[src/rtl/fpfa_pkg.sv]
// Types, codes and defaults shared by the partition fit allocator.
`timescale 1ns / 1ps
`default_nettype none
package fpfa_pkg;

   localparam int PARTITIONS_DEF = 16;
   localparam int SIZE_BITS_DEF  = 16;

   localparam int KIND_W   = 1;
   localparam int INDEX_W  = 4;
   localparam int AMOUNT_W = 16;
   localparam int MODE_W   = 2;
   localparam int COUNT_W  = 5;
   localparam int ADDR_W   = 3;
   localparam int DATA_W   = 32;

   localparam logic [KIND_W-1:0] KIND_LOAD    = 1'b0;
   localparam logic [KIND_W-1:0] KIND_REQUEST = 1'b1;

   localparam logic [MODE_W-1:0] FIT_FIRST = 2'd0;
   localparam logic [MODE_W-1:0] FIT_BEST  = 2'd1;
   localparam logic [MODE_W-1:0] FIT_WORST = 2'd2;

   localparam logic [ADDR_W-1:0] ADDR_FIT_MODE    = 3'd0;
   localparam logic [ADDR_W-1:0] ADDR_BLOCK_COUNT = 3'd4;

   localparam logic [MODE_W-1:0]  FIT_MODE_RST    = FIT_FIRST;
   localparam logic [COUNT_W-1:0] BLOCK_COUNT_RST = 5'd16;

   typedef struct packed {
      logic [KIND_W-1:0]   kind;
      logic [INDEX_W-1:0]  load_index;
      logic [AMOUNT_W-1:0] amount;
   } req_item_type;

   typedef struct packed {
      logic                found;
      logic [INDEX_W-1:0]  chosen_index;
      logic [AMOUNT_W-1:0] leftover;
   } rsp_item_type;

endpackage
`default_nettype wire

[src/rtl/fixed_partition_fit_allocator_top.sv]
// Partition fit allocator: size memory, used marks, scan sequencer and register port.
// Load item: written at its accept edge, busy stays low, no result.
// Request item: one size read per cycle over L = min(block_count, PARTITIONS) partitions;
// result strobe registered in FINISH (after SCAN, DRAIN; directly if L = 0); busy drops with it.
// Throughput is set by the single read port of the size memory.
// Synchronous reset clears the used marks, the sequencer and the registers; sizes are not cleared.
`timescale 1ns / 1ps
`default_nettype none
module fixed_partition_fit_allocator_top #(
   parameter int PARTITIONS = fpfa_pkg::PARTITIONS_DEF,
   parameter int SIZE_BITS  = fpfa_pkg::SIZE_BITS_DEF
) (
   input  wire                                clock,
   input  wire                                reset,
   input  wire                                start,
   output logic                               busy,
   input  wire  fpfa_pkg::req_item_type       req_item,
   output logic                               rsp_valid,
   output fpfa_pkg::rsp_item_type             rsp_item,
   input  wire                                psel,
   input  wire                                penable,
   input  wire                                pwrite,
   input  wire  [fpfa_pkg::ADDR_W-1:0]        paddr,
   input  wire  [fpfa_pkg::DATA_W-1:0]        pwdata,
   output logic [fpfa_pkg::DATA_W-1:0]        prdata,
   output logic                               pready
);

   localparam int IDX_BITS = (PARTITIONS > 1) ? $clog2(PARTITIONS) : 1;
   localparam int IW       = (IDX_BITS > fpfa_pkg::INDEX_W) ? IDX_BITS : fpfa_pkg::INDEX_W;
   localparam int AW       = (SIZE_BITS > fpfa_pkg::AMOUNT_W) ? SIZE_BITS : fpfa_pkg::AMOUNT_W;
   localparam int CNT_BITS = $clog2(PARTITIONS + 1);

   typedef enum logic [3:0] {
      ST_IDLE   = 4'b0001,
      ST_SCAN   = 4'b0010,
      ST_DRAIN  = 4'b0100,
      ST_FINISH = 4'b1000
   } state_type;

   state_type                      state_ff, state_in;
   logic [fpfa_pkg::MODE_W-1:0]    fit_mode_ff, fit_mode_in;
   logic [fpfa_pkg::COUNT_W-1:0]   block_count_ff, block_count_in;
   logic [fpfa_pkg::MODE_W-1:0]    mode_ff, mode_in;
   logic [SIZE_BITS-1:0]           amt_ff, amt_in;
   logic [CNT_BITS-1:0]            limit_ff, limit_in;
   logic [IDX_BITS-1:0]            cnt_ff, cnt_in;
   logic                           rd_valid_ff, rd_valid_in;
   logic [IDX_BITS-1:0]            rd_idx_ff, rd_idx_in;
   logic [SIZE_BITS-1:0]           rd_data_ff;
   logic                           have_ff, have_in;
   logic [IDX_BITS-1:0]            pick_ff, pick_in;
   logic [SIZE_BITS-1:0]           best_ff, best_in;
   logic [PARTITIONS-1:0]          used_ff, used_in;
   logic                           rsp_valid_ff, rsp_valid_in;
   fpfa_pkg::rsp_item_type         rsp_item_ff, rsp_item_in;

   logic [SIZE_BITS-1:0]           size_mem [PARTITIONS];

   logic                           accept;
   logic                           cfg_write;
   logic [AW-1:0]                  amt_wide;
   logic [SIZE_BITS-1:0]           amt_cut;
   logic [IW-1:0]                  load_wide;
   logic                           load_we;
   logic [IDX_BITS-1:0]            load_addr;
   logic [CNT_BITS-1:0]            limit_cut;
   logic                           scan_last;
   logic                           fits;
   logic [SIZE_BITS-1:0]           rest;
   logic                           take;
   logic [IW-1:0]                  pick_wide;
   logic [AW-1:0]                  best_wide;

   assign busy      = (state_ff != ST_IDLE);
   assign accept    = start && !busy;
   assign cfg_write = psel && penable && pwrite && pready;
   assign pready    = 1'b1;
   assign rsp_valid = rsp_valid_ff;
   assign rsp_item  = rsp_item_ff;

   assign amt_wide  = AW'(req_item.amount);
   assign amt_cut   = amt_wide[SIZE_BITS-1:0];
   assign load_wide = IW'(req_item.load_index);
   assign load_addr = load_wide[IDX_BITS-1:0];
   assign load_we   = accept && (req_item.kind == fpfa_pkg::KIND_LOAD)
                      && (32'(req_item.load_index) < 32'(PARTITIONS));
   assign limit_cut = (32'(block_count_ff) > 32'(PARTITIONS)) ? CNT_BITS'(PARTITIONS)
                                                             : CNT_BITS'(block_count_ff);
   assign scan_last = (32'(cnt_ff) + 32'd1 == 32'(limit_ff));

   assign fits = !used_ff[rd_idx_ff] && (rd_data_ff >= amt_ff);
   assign rest = rd_data_ff - amt_ff;
   assign take = rd_valid_ff && fits
                 && (!have_ff
                     || ((mode_ff == fpfa_pkg::FIT_BEST) && (rest < best_ff))
                     || ((mode_ff == fpfa_pkg::FIT_WORST) && (rest > best_ff)));

   assign pick_wide = IW'(pick_ff);
   assign best_wide = AW'(best_ff);

   always_comb begin
      prdata = '0;
      case (paddr)
         fpfa_pkg::ADDR_FIT_MODE:    prdata = fpfa_pkg::DATA_W'(fit_mode_ff);
         fpfa_pkg::ADDR_BLOCK_COUNT: prdata = fpfa_pkg::DATA_W'(block_count_ff);
         default:                    prdata = '0;
      endcase
   end

   always_comb begin
      fit_mode_in    = fit_mode_ff;
      block_count_in = block_count_ff;
      if (cfg_write) begin
         case (paddr)
            fpfa_pkg::ADDR_FIT_MODE:    fit_mode_in = pwdata[fpfa_pkg::MODE_W-1:0];
            fpfa_pkg::ADDR_BLOCK_COUNT: block_count_in = pwdata[fpfa_pkg::COUNT_W-1:0];
            default: ;
         endcase
      end
   end

   always_comb begin
      state_in     = state_ff;
      mode_in      = mode_ff;
      amt_in       = amt_ff;
      limit_in     = limit_ff;
      cnt_in       = cnt_ff;
      rd_valid_in  = 1'b0;
      rd_idx_in    = rd_idx_ff;
      have_in      = have_ff;
      pick_in      = pick_ff;
      best_in      = best_ff;
      used_in      = used_ff;
      rsp_valid_in = 1'b0;
      rsp_item_in  = rsp_item_ff;

      if (take) begin
         have_in = 1'b1;
         pick_in = rd_idx_ff;
         best_in = rest;
      end

      case (state_ff)
         ST_IDLE: begin
            if (load_we) begin
               used_in[load_addr] = 1'b0;
            end
            if (accept && (req_item.kind == fpfa_pkg::KIND_REQUEST)) begin
               mode_in  = fit_mode_ff;
               amt_in   = amt_cut;
               limit_in = limit_cut;
               cnt_in   = '0;
               have_in  = 1'b0;
               pick_in  = '0;
               best_in  = '0;
               state_in = (limit_cut == '0) ? ST_FINISH : ST_SCAN;
            end
         end
         ST_SCAN: begin
            rd_valid_in = 1'b1;
            rd_idx_in   = cnt_ff;
            cnt_in      = cnt_ff + 1'b1;
            if (scan_last) begin
               state_in = ST_DRAIN;
            end
         end
         ST_DRAIN: begin
            state_in = ST_FINISH;
         end
         ST_FINISH: begin
            rsp_valid_in = 1'b1;
            rsp_item_in.found        = have_ff;
            rsp_item_in.chosen_index = have_ff ? pick_wide[fpfa_pkg::INDEX_W-1:0] : '0;
            rsp_item_in.leftover     = have_ff ? best_wide[fpfa_pkg::AMOUNT_W-1:0] : '0;
            if (have_ff) begin
               used_in[pick_ff] = 1'b1;
            end
            state_in = ST_IDLE;
         end
         default: begin
            state_in = ST_IDLE;
         end
      endcase
   end

   always_ff @(posedge clock) begin
      if (load_we) begin
         size_mem[load_addr] <= amt_cut;
      end
      if (state_ff == ST_SCAN) begin
         rd_data_ff <= size_mem[cnt_ff];
      end
   end

   always_ff @(posedge clock) begin
      if (reset) begin
         state_ff       <= ST_IDLE;
         fit_mode_ff    <= fpfa_pkg::FIT_MODE_RST;
         block_count_ff <= fpfa_pkg::BLOCK_COUNT_RST;
         rd_valid_ff    <= 1'b0;
         have_ff        <= 1'b0;
         used_ff        <= '0;
         rsp_valid_ff   <= 1'b0;
      end else begin
         state_ff       <= state_in;
         fit_mode_ff    <= fit_mode_in;
         block_count_ff <= block_count_in;
         rd_valid_ff    <= rd_valid_in;
         have_ff        <= have_in;
         used_ff        <= used_in;
         rsp_valid_ff   <= rsp_valid_in;
      end
   end

   always_ff @(posedge clock) begin
      mode_ff     <= mode_in;
      amt_ff      <= amt_in;
      limit_ff    <= limit_in;
      cnt_ff      <= cnt_in;
      rd_idx_ff   <= rd_idx_in;
      pick_ff     <= pick_in;
      best_ff     <= best_in;
      rsp_item_ff <= rsp_item_in;
   end

endmodule
`default_nettype wire

[config.mk]
export PLATFORM = sky130hd
export DESIGN_NAME = fixed_partition_fit_allocator_top
export DESIGN_NICKNAME = d
export VERILOG_FILES = /design/src/rtl/fpfa_pkg.sv /design/src/rtl/fixed_partition_fit_allocator_top.sv
export SDC_FILE = /design/constraint.sdc
export NUM_CORES = 1
export LEC_CHECK = 0
export ABC_AREA = 0
export BUFFER_PORTS_ARGS = -buffer_cell sky130_fd_sc_hd__buf_2
export CAP_MARGIN = 30
export CORE_MARGIN = 2
export CORE_UTILIZATION = 54
export DETAILED_ROUTE_END_ITERATION = 8
export GPL_TIMING_DRIVEN = 0
export PLACE_DENSITY = 0.76
export REMOVE_ABC_BUFFERS = 1
export SLEW_MARGIN = 20
export SYNTH_ARGS = -nofsm -noshare
export SYNTH_HDL_FRONTEND = slang
export SYNTH_SLANG_ARGS = --single-unit
[constraint.sdc]
create_clock -name clock -period 4.2 [get_ports clock]
set_input_delay 0.42 -clock clock [delete_from_list [all_inputs] [get_ports clock]]
set_output_delay 0.42 -clock clock [all_outputs]
set_load 0.02 [all_outputs]
==> results.yml <==
pwr:
  peakVddDrop_v: 0.0004653
  p_leak_uw: 0.006542
  powerDensity_nw_per_um2: 429.5
cts:
  clkSinkCount: 374
  cts.clk_slew.worst_paths_ns: 0.06
  htree_levels: 2
  numCtsBuffers: 38
  clk_latency_ns: 0.53
  cts_tree: "built"
  clockRootBuffer: "clkbuf_16"
  clockBufferDepth: 3
  cts_hold_buffers: 0
cells_and_area:
  layout_common_cells: "324 x edfxtp_1, 62 x buf_2, 61 x a21oi_1, 60 x mux2i_1, 52 x nand2_1"
  syn_to_final_growth_pct: 17.29
  antenna_cells: 0
  fin_cells: 1605
  post-route-cell-area_um2: 18730
  layout_commonest_cell: "edfxtp_1"
  num-nets-final: 1288
  drive_gt1_share_pct: 23.91
floorplan:
  die_area_um2: 30970
  std_cell_rows: 62
  die_w_um: 176.0
  fp.dieH_um: 176.0
  core-area_um2: 28940
  ios: 118
  initial_core_util_pct: 55.20
global_route:
  grt_pass1_wl_mm: 52.71
  grt_max_degree: 38
  antenna_found_initial: 0
  grt_pass1_vias: 9176
  grtUsageTotal_pct: 22.48
  grt_overflow_total: 0
sta:
  fmax_mhz: 237.0
  relSlewSlack_pct: 38.75
  hold_slack_ns: 0.1349
  fin_crit_sh_pct: 100.5
  worst_slack_ns: -0.01952
  rsz0062_at_grt: "true"
  fin_crit_ns: 4.220
  setup_viol: 1
  worstMarginPinSlew_ns: 0.9188
  fin_skew_ns: 0.02817
  hold_viol_final: 0
  finalMaxSlewViolations: 0
critical_path:
  cp.arrival_ns: 4.68
  crit_path_start: "amt_ff[1]"
  critPathCaptureType: "register"
  crit_required_ns: 4.66
  cp_max_fo: 4
  reg2regPathDepth: 18
  r2r_end: "best_ff[0]"
  worstSetupPathType: "reg2reg"
  start_kind: "register"
  crit_end: "best_ff[0]"
  rrSetupSlack_ns: -0.02
  r2r-start: "amt_ff[1]"
detailed_routing:
  dr.pass1.iters: 5
  routed_wl_mm: 34.83
  antenna_left: 0
  vias: 9594
  via_per_inst: 5.978
  wl_per_cell_um: 21.70
  drtIter0Drc: 995
  drc: 0
placement:
  hpwlAfterDp_mm: 22.17
  dpl_cell_area_um2: 17050
  io_buffers: 62
  dp_cells: 1515
  place.gp.congestion: 0.8840
flow_run:
  drv_cap: 0
worst_hold_path:
  hold_path.class: "in2reg"
synth:
  synth_ff_type: "edfxtp_1"
  synth-edff-count: 324
  ys_types: 69
  synth_cells: 1088
  ys.warnings.count: 0
  ys_ff_latch: 374
  synth.cell_area_um2: 15970
  yosysSeqAreaShare_pct: 67.18
  syn_area_per_cell_um2: 14.68
  async_reset_ff_share_pct: 0
run_status:
  status: "complete, but fails checks"
  violations: "setup timing"
[state kept, by name (all words and copies together) (netlist names)]
name / cells
cnt_ff: 4
rd_valid_ff: 1
state_ff: 4
rsp_valid: 1
used_ff: 16
fit_mode_ff: 2
amt_ff: 16
mode_ff: 2
limit_ff: 5
rd_idx_ff: 4
have_ff: 1
rd_data_ff: 16
size_mem: 256
rsp_item: 21
pick_ff: 4
best_ff: 16
block_count_ff: 5
[synthesized netlist by cell type (5+ instances only)]
| cell type | n | area share (%) |
|---|---|---|
| o21a_1 | 6 | 0.28 |
| clkbuf_1 | 28 | 0.66 |
| buf_1 | 5 | 0.12 |
| nor3_1 | 11 | 0.34 |
| a221oi_1 | 17 | 0.93 |
| o21ai_1 | 13 | 0.41 |
| nand2b_1 | 12 | 0.47 |
| and3_1 | 6 | 0.24 |
| o21ai_0 | 50 | 1.6 |
| buf_4 | 29 | 1.4 |
| edfxtp_1 | 324 | 61 |
| nor2_1 | 50 | 1.2 |
| and2_1 | 23 | 0.90 |
| a211oi_1 | 8 | 0.38 |
| ha_1 | 33 | 2.6 |
| mux4_2 | 36 | 5.1 |
| dfxtp_1 | 50 | 6.3 |
| mux2i_1 | 61 | 3.8 |
| o31ai_1 | 5 | 0.24 |
| nand4_1 | 10 | 0.39 |
| inv_1 | 42 | 0.99 |
| buf_2 | 14 | 0.44 |
| a21oi_1 | 67 | 2.1 |
| nand3_1 | 22 | 0.69 |
| nor2b_1 | 9 | 0.35 |
| nand2_1 | 53 | 1.2 |
| a22oi_1 | 16 | 0.75 |
| mux2_2 | 15 | 1.1 |
| xor2_1 | 7 | 0.38 |
| xnor2_1 | 12 | 0.66 |
[critical path, stage by stage, from the launching register on]
cell and delay, ns:
edfxtp_1 0.36, inv_1 0.06, ha_1 0.33, nand2b_1 0.14, a211oi_2 0.09, o41a_1 0.37
a221o_1 0.33, a21oi_2 0.19, xnor2_2 0.15, ha_1 0.34, nand4_1 0.09, or4_4 0.47
a21oi_4 0.16, a2111oi_4 0.06, buf_4 0.18, mux2i_4 0.22, buf_6 0.18, or3_4 0.32
a21oi_2 0.13
[worst min-delay path by stage]
stage	from	depth (start not counted)	slack (ns)	endpoint
after floorplan	fit_mode_ff[0]	0	0.43	mode_ff[0]
final	pwdata[2]	3	0.13	block_count_ff[2]
after detailed placement	fit_mode_ff[0]	0	0.46	mode_ff[0]
after CTS	pwdata[2]	3	0.13	block_count_ff[2]
after global placement	used_ff[12]	2	0.45	used_ff[12]
after global routing	pwdata[0]	3	0.18	block_count_ff[0]
[logic make-up after synthesis]
kind of cell | after synthesis | synth area share (%)
XOR/XNOR | 19 | 1.042
multiplexers | 114 | 10.14
AND/OR/NAND/NOR | 216 | 6.940
AO/OA/AOI/OAI | 210 | 8.311
other | 2 | 0.04702
adder cells (fa/ha/maj) | 34 | 2.710
buffers and inverters | 119 | 3.635
flip-flops | 374 | 67.18
[layer usage]
layer | wire, um | vias to the layer above | GRT usage [%]
met5 | 0 | - | 0
li1 | - | 4330 | -
met4 | 1634 | 0 | 10.98
met3 | 2265 | 77 | 3.338
met2 | 16500 | 422 | 35.96
met1 | 14440 | 4765 | 30.55
[final cells by class]
type | count | area, um2
fill | 1976 | 10200
inverter | 42 | 157.7
timing repair buffer | 114 | 997.2
clock buffer | 51 | 1051
tap | 384 | 480.5
multi-input combinational | 622 | 5152
sequential | 374 | 10730
clock inverter | 18 | 165.2
[metrics by stage]
| stage | power (uW) | setup slack [ns] | setup TNS, ns | util, % |
|---|---|---|---|---|
| after floorplan | 4547 | -0.6470 | -6.662 | - |
| after global placement | 4717 | -2.142 | -71.43 | 56.81 |
| after detailed placement | 4758 | -0.8642 | -14.13 | 58.92 |
| after CTS | 8047 | 0.01791 | 0 | 64.10 |
| after global routing | 8298 | -0.1064 | -0.5007 | 64.75 |
| final | 8047 | -0.01952 | -0.01952 | 64.75 |
[power breakdown]
part | internal (uW) | leakage [uW] | total (uW) | switching [uW]
clock network | 1940 | 0.000591 | 3290 | 1350
logic | 258 | 0.00262 | 652 | 394
registers | 4080 | 0.00333 | 4110 | 26.9
[what timing repair did]
item                                    CTS  global route
endpoints found under the setup margin   20            20
pin swaps                                13            17
setup buffers                            15             5
gates cloned                              1             0
gates resized for setup                  29            26
Note: power is estimated with default switching activity, not from simulation.
